$ cat src/bcr_pkg.sv
`timescale 1ns / 1ps

package bcr_pkg;

  // Operation codes carried on func_i
  localparam logic [2:0] FUNC_FILL_SET = 3'd0;
  localparam logic [2:0] FUNC_FILL_TOG = 3'd1;
  localparam logic [2:0] FUNC_RING_SET = 3'd2;
  localparam logic [2:0] FUNC_READ     = 3'd3;
  localparam logic [2:0] FUNC_WRITE    = 3'd4;

  // Clipped coordinates: x <= 255 + 127, y <= 127 + 127
  localparam int X_W     = 9;
  localparam int Y_W     = 8;
  // Shared multiplier operands cover the image width up to 1024
  localparam int MUL_W   = 11;
  localparam int PROD_W  = 2 * MUL_W;
  // Squares and the ring band: at most 2 * 127 * 127
  localparam int SQ_W    = 15;
  localparam int SLACK_W = SQ_W + 2;
  // Delta magnitudes never exceed the radius
  localparam int DELTA_W = 7;

  // Pixel bit position inside a byte, most significant bit first
  localparam logic [2:0] BIT_TOP = 3'd7;

  typedef enum logic [3:0] {
    ST_CLEAR,
    ST_IDLE,
    ST_RR,
    ST_BAND,
    ST_BASE,
    ST_ROW,
    ST_RD,
    ST_LD,
    ST_PIX,
    ST_WR,
    ST_RESP
  } state_e;

  typedef struct packed {
    logic in_circle;
    logic in_band;
  } hit_t;

endpackage

$ cat src/bcr_dist.sv
`timescale 1ns / 1ps

module bcr_dist (
  input  logic [bcr_pkg::MUL_W-1:0]  mul_a_i,
  input  logic [bcr_pkg::MUL_W-1:0]  mul_b_i,
  input  logic [bcr_pkg::SQ_W-1:0]   rr_i,
  input  logic [bcr_pkg::SQ_W-1:0]   dy2_i,
  input  logic [bcr_pkg::SQ_W-1:0]   band_i,
  output logic [bcr_pkg::PROD_W-1:0] prod_o,
  output bcr_pkg::hit_t              hit_o
);

  localparam int PROD_W = bcr_pkg::PROD_W;

  logic signed [bcr_pkg::SLACK_W-1:0] slack;

  // Shared multiplier: squares, r*r, r*t and the row base
  assign prod_o = PROD_W'(mul_a_i) * PROD_W'(mul_b_i);

  // Slack against the circle, valid when prod_o holds dx squared
  assign slack = $signed({2'b00, rr_i}) - $signed({2'b00, dy2_i})
               - $signed({2'b00, prod_o[bcr_pkg::SQ_W-1:0]});

  assign hit_o.in_circle = ~slack[bcr_pkg::SLACK_W-1];
  assign hit_o.in_band   = slack <= $signed({2'b00, band_i});

endmodule

$ cat config.mk
export PLATFORM = sky130hd
export DESIGN_NAME = bcr_dist
export DESIGN_NICKNAME = d
export VERILOG_FILES = /design/src/bcr_pkg.sv /design/src/bcr_dist.sv
export SDC_FILE = /design/constraint.sdc
export NUM_CORES = 1
export LEC_CHECK = 0
export ABC_AREA = 0
export BUFFER_PORTS_ARGS = -buffer_cell sky130_fd_sc_hd__buf_2
export CAP_MARGIN = 20
export CORE_AREA = 5 5 104 106
export DETAILED_ROUTE_END_ITERATION = 10
export DIE_AREA = 0 0 109 111
export GPL_TIMING_DRIVEN = 0
export PLACE_DENSITY = 0.8
export REMOVE_ABC_BUFFERS = 1
export SYNTH_ARGS = -nofsm -noshare
export SYNTH_HDL_FRONTEND = slang
export SYNTH_SLANG_ARGS = --single-unit
$ cat constraint.sdc
create_clock -name vclk -period 7.5
set_input_delay 0.375 -clock vclk [all_inputs]
set_output_delay 0.375 -clock vclk [all_outputs]
set_load 0.05 [all_outputs]
==> run metrics, run 1 <==
Final Setup Violations 0; FMAX 0.138 GHz; synth unique cells 45; Final min period 7.24 ns; Post-Syn Instances 743; ant diodes 0; Ys Warns 0; Worst setup EP type output pin; Die Span Y roughly 110 um; wire length per cell 14.4 um; # clk buffers 0; quantity of I/O buffers inserted on ports 91; die width 109 um; global route overflow 0; Pins Over Slew Limit 0; CP max-delay cell fa_1; die area around 0.012 mm^2; Rel. slew slack 74.4%; M1 WL 5.57 mm; cell taking the most area after synthesis fa_1; total track usage a little under a quarter; critical path startpoint category input port; synthesized area 0.00582 mm^2; Hold Path Stages 3; HP Class in2out; TritonRoute pass-1 iters 4; hold path startpoint mul_b_i[0]; Post-Route WL 13.7 mm; first-pass GRT wire length 24.0 mm; ratio of cells with drive above 1 in the final layout 14.8%; 1st-iter DRT viols 220; Critical Path Start mul_a_i[3]; core box area 0.00968 mm^2; Routed Antenna Nets 0; nets 1,071; post-route DRC violation count 0; Hold Violations, Final 0; max incr delay on CP 0.55 ns; largest net degree at the start of global routing 12; sequential cell area 0 um^2; vias per cell 5.44; vias in the first global route 5,636; most frequent cells in the layout 174 x inv_1, 101 x ha_1, 81 x fa_1, 80 x buf_2, 73 x nand2_1; slew at the pin closest to its max-slew limit 0.382 ns; most used cell, CP fa_1; worst hold slack roughly 1.3 ns; commonest non-fill, non-tap cell in the layout inv_1; DP HPWL 11.8 mm; initial antenna violation count 0; seq_cells 0; synth top area cells fa_1 28%, ha_1 23%, inv_1 11%; sequential share of the synthesized area 0%; row cnt 36; Hold EP prod_o[0]; metal3 WL 670 um; hold_buf cts 0; Max Cap Violations 0; via count 5,154; num ports 91; gpl congestion 0.882; Layout fillers 805; DR WL met2 7.22 mm; WP data required a little over 7 ns; area of the multi-input gates 0.00519 mm^2; status complete, no violations; Max FO, Critical Path 11; fin crit share 96.5%; top sig layer met4; Synth top area share 28.2%; arrival time at the worst endpoint 6.86 ns; CP Class in2out; final core occ 67.4%; syn avg cell area 7.84 um^2; Starting Density 60.1%; Area Growth Syn to Fin 12.1%
## worst max-delay path by stage
stage          endpoint  slack (ns)  cells after the start
6_report       hit_o[0]        0.26                     31
3_3_place_gp   hit_o[0]        0.11                     30
3_5_place_dp   hit_o[0]       -0.06                     31
2_1_floorplan  hit_o[0]        0.47                     25
5_1_grt        hit_o[0]       -0.03                     31
4_1_cts        hit_o[0]        0.04                     31
## cell type report
type	count	share of cell area [%]
Multi-Input combinational cell	545	79.5
Inverter	175	10.1
Tap cell	133	2.55
Timing Repair Buffer	95	7.91
## what timing repair did
action | in CTS | in global routing
gates resized for setup | 3 | 31
pin swaps | 0 | 8
setup buffers | 0 | 4
setup endpoints to repair | 1 | 1
## synthesized netlist by cell type, drive strengths merged, types with 3 or more instances
library cell / count
fa: 82
nand4: 4
o21a: 7
xnor2: 26
o21ai: 20
a211oi: 4
ha: 105
o31a: 3
nor2: 27
a21o: 18
o31ai: 4
inv: 175
and2: 60
o21bai: 6
nand2: 73
or3: 3
clkbuf: 22
nor3: 10
xor2: 12
a21oi: 41
nor2b: 8
nand3: 6
a31oi: 3
## worst max-delay path, delay by kind of cell
| kind | cells | cell delay, ns |
|---|---|---|
| AO/OA/AOI/OAI | 8 | 1.30 |
| XOR/XNOR | 2 | 0.25 |
| adder cells (fa/ha/maj) | 8 | 3.14 |
| buffers and inverters | 5 | 0.56 |
| AND/OR/NAND/NOR | 8 | 1.19 |
## layer usage
| layer | track usage (%) | vias to the layer above |
|---|---|---|
| met1 | 29.1 | 2491 |
| met4 | 4.38 | 0 |
| met5 | 0 | - |
| li1 | - | 2483 |
| met3 | 1.51 | 26 |
| met2 | 44.1 | 154 |
## cell families (layout without fill, tap and decap cells)
group	Yosys count	after routing	share of synthesized area [%]
xor+xnor	38	38	5.71
fa+ha+maj	187	187	50.7
buf+inv	198	270	12.8
simple gates	200	200	16.9
mux	1	1	0.172
compound gates	119	119	13.7
## metrics by stage
stage	instances	setup WS (ns)	instance area, um^2	TNS, ns
floorplan	720	0.473	5740	0
global placement	944	0.105	6360	0
detailed placement	944	-0.0599	6360	-0.0599
CTS	944	0.0359	6370	0
global route	948	-0.0331	6530	-0.0331
finish	948	0.264	6530	0
Power of run 1 is not shown: default switching activity piles up to over one toggle a cycle in this logic, so the estimate is an artifact.
==> run 2, diff against run 1 <==
--- a/config.mk
+++ b/config.mk
@@ -6,13 +6,14 @@
 export NUM_CORES = 1
 export LEC_CHECK = 0
 export ABC_AREA = 0
-export BUFFER_PORTS_ARGS = -buffer_cell sky130_fd_sc_hd__buf_2
 export CAP_MARGIN = 20
-export CORE_AREA = 5 5 104 106
+export CORE_AREA = 5 5 98 100
 export DETAILED_ROUTE_END_ITERATION = 10
-export DIE_AREA = 0 0 109 111
+export DIE_AREA = 0 0 103 105
+export DONT_BUFFER_PORTS = 1
 export GPL_TIMING_DRIVEN = 0
 export PLACE_DENSITY = 0.8
+export RECOVER_POWER = 25
 export REMOVE_ABC_BUFFERS = 1
 export SYNTH_ARGS = -nofsm -noshare
 export SYNTH_HDL_FRONTEND = slang
==> run metrics, run 2 (synthesis results as in run 1) <==
Starting Density approximately two thirds; Routed Antenna Nets 0; vias per cell approximately 5.7; seq_cells 0; gpl congestion 0.858; Post-Route WL 12.6 mm; most frequent cells in the layout 175 x inv_1, 105 x ha_1, 82 x fa_1, 72 x nand2_1, 57 x and2_1; max incr delay on CP ~0.55 ns; vias in the first global route about 5.1k; Die Span Y 105 um; Area Growth Syn to Fin 1.76%; post-route DRC violation count 0; die width 103 um; CP max-delay cell fa_1; quantity of I/O buffers inserted on ports 0; Final min period 7.16 ns; die area 0.0108 mm^2; CP Class in2out; arrival time at the worst endpoint 6.78 ns; Max Cap Violations 0; fin crit share 95.4%; slew at the pin closest to its max-slew limit 1.18 ns; DP HPWL ~11 mm; Worst setup EP type output pin; FMAX 0.140 GHz; setup ws final 0.343 ns; # clk buffers 0; initial antenna violation count 0; total track usage 24.3%; post-cts sizing count 0; ratio of cells with drive above 1 in the final layout 2.77%; global route overflow 0; Pins Over Slew Limit 0; TritonRoute pass-1 iters 4; status complete, no violations; row cnt 34; Post-CTS Setup Inserts 0; Rel. slew slack 21.1%; wire length per cell 15.2 um; nets 978; Max FO, Critical Path 11; core box area around 0.0086 mm^2; sequential cell area 0 um^2; largest net degree at the start of global routing 12; WP data required just over 7 ns; commonest non-fill, non-tap cell in the layout inv_1; num ports 91; ant diodes 0; Final Setup Violations 0; HP Class in2out; critical path startpoint category input port; Hold Violations, Final 0; 1st-iter DRT viols approximately 190; hold_buf cts 0; first-pass GRT wire length 22.1 mm; Setup WS pre-CTS just under 0.2 ns; via count 4,772
## run 2: cell count changes in the layout (fill, tap and decap cells not counted), moves of 3 or more
cell | before | now
and2_0 | 0 | 3
and2_1 | 60 | 57
buf_2 | 80 | 0
buf_4 | 5 | 2
clkbuf_4 | 9 | 0
ha_1 | 101 | 105
ha_4 | 3 | 0
## run 2: final cells by class
class              count  area, um^2
well taps            108         135
repair buffers         2        15.0
fillers              727        2670
multi-input cells    545        5120
inverters            175         657
## run 2: routing by layer
metal / vias up / routed length (um) / GRT usage (%)
met5: - / 0 / 0
met4: 0 / 90 / 3.33
met3: 10 / 590 / 1.47
met1: 2348 / 5190 / 31.8
li1: 2301 / - / -
met2: 113 / 6720 / 44.6
## run 2: path summary, 6_finish.rpt
| kind | from | to | depth (start not counted) |
|---|---|---|---|
| hold / removal | mul_a_i[0] | prod_o[0] | 1 |
| setup / recovery | mul_a_i[3] | hit_o[0] | 28 |
## run 2: stage by stage
stage	hold slack, ns	setup TNS (ns)	utilization (%)	instances	area (um^2)
5_1_grt	1.18	-0.0318	69.0	830	5930
2_1_floorplan	1.04	0	-	720	5740
3_5_place_dp	1.07	0	68.5	830	5890
4_1_cts	1.07	0	68.5	830	5890
3_3_place_gp	1.07	-0.119	68.3	828	5870
6_report	1.17	0	69.0	830	5930
## run 2: critical path, delay by kind of cell
family	cells	cell delay [ns]
AO/OA/AOI/OAI	5	0.79
XOR/XNOR	2	0.26
adder cells (fa/ha/maj)	8	3.23
buffers and inverters	3	0.23
AND/OR/NAND/NOR	10	1.90
Power of run 2 is left out for the same reason.
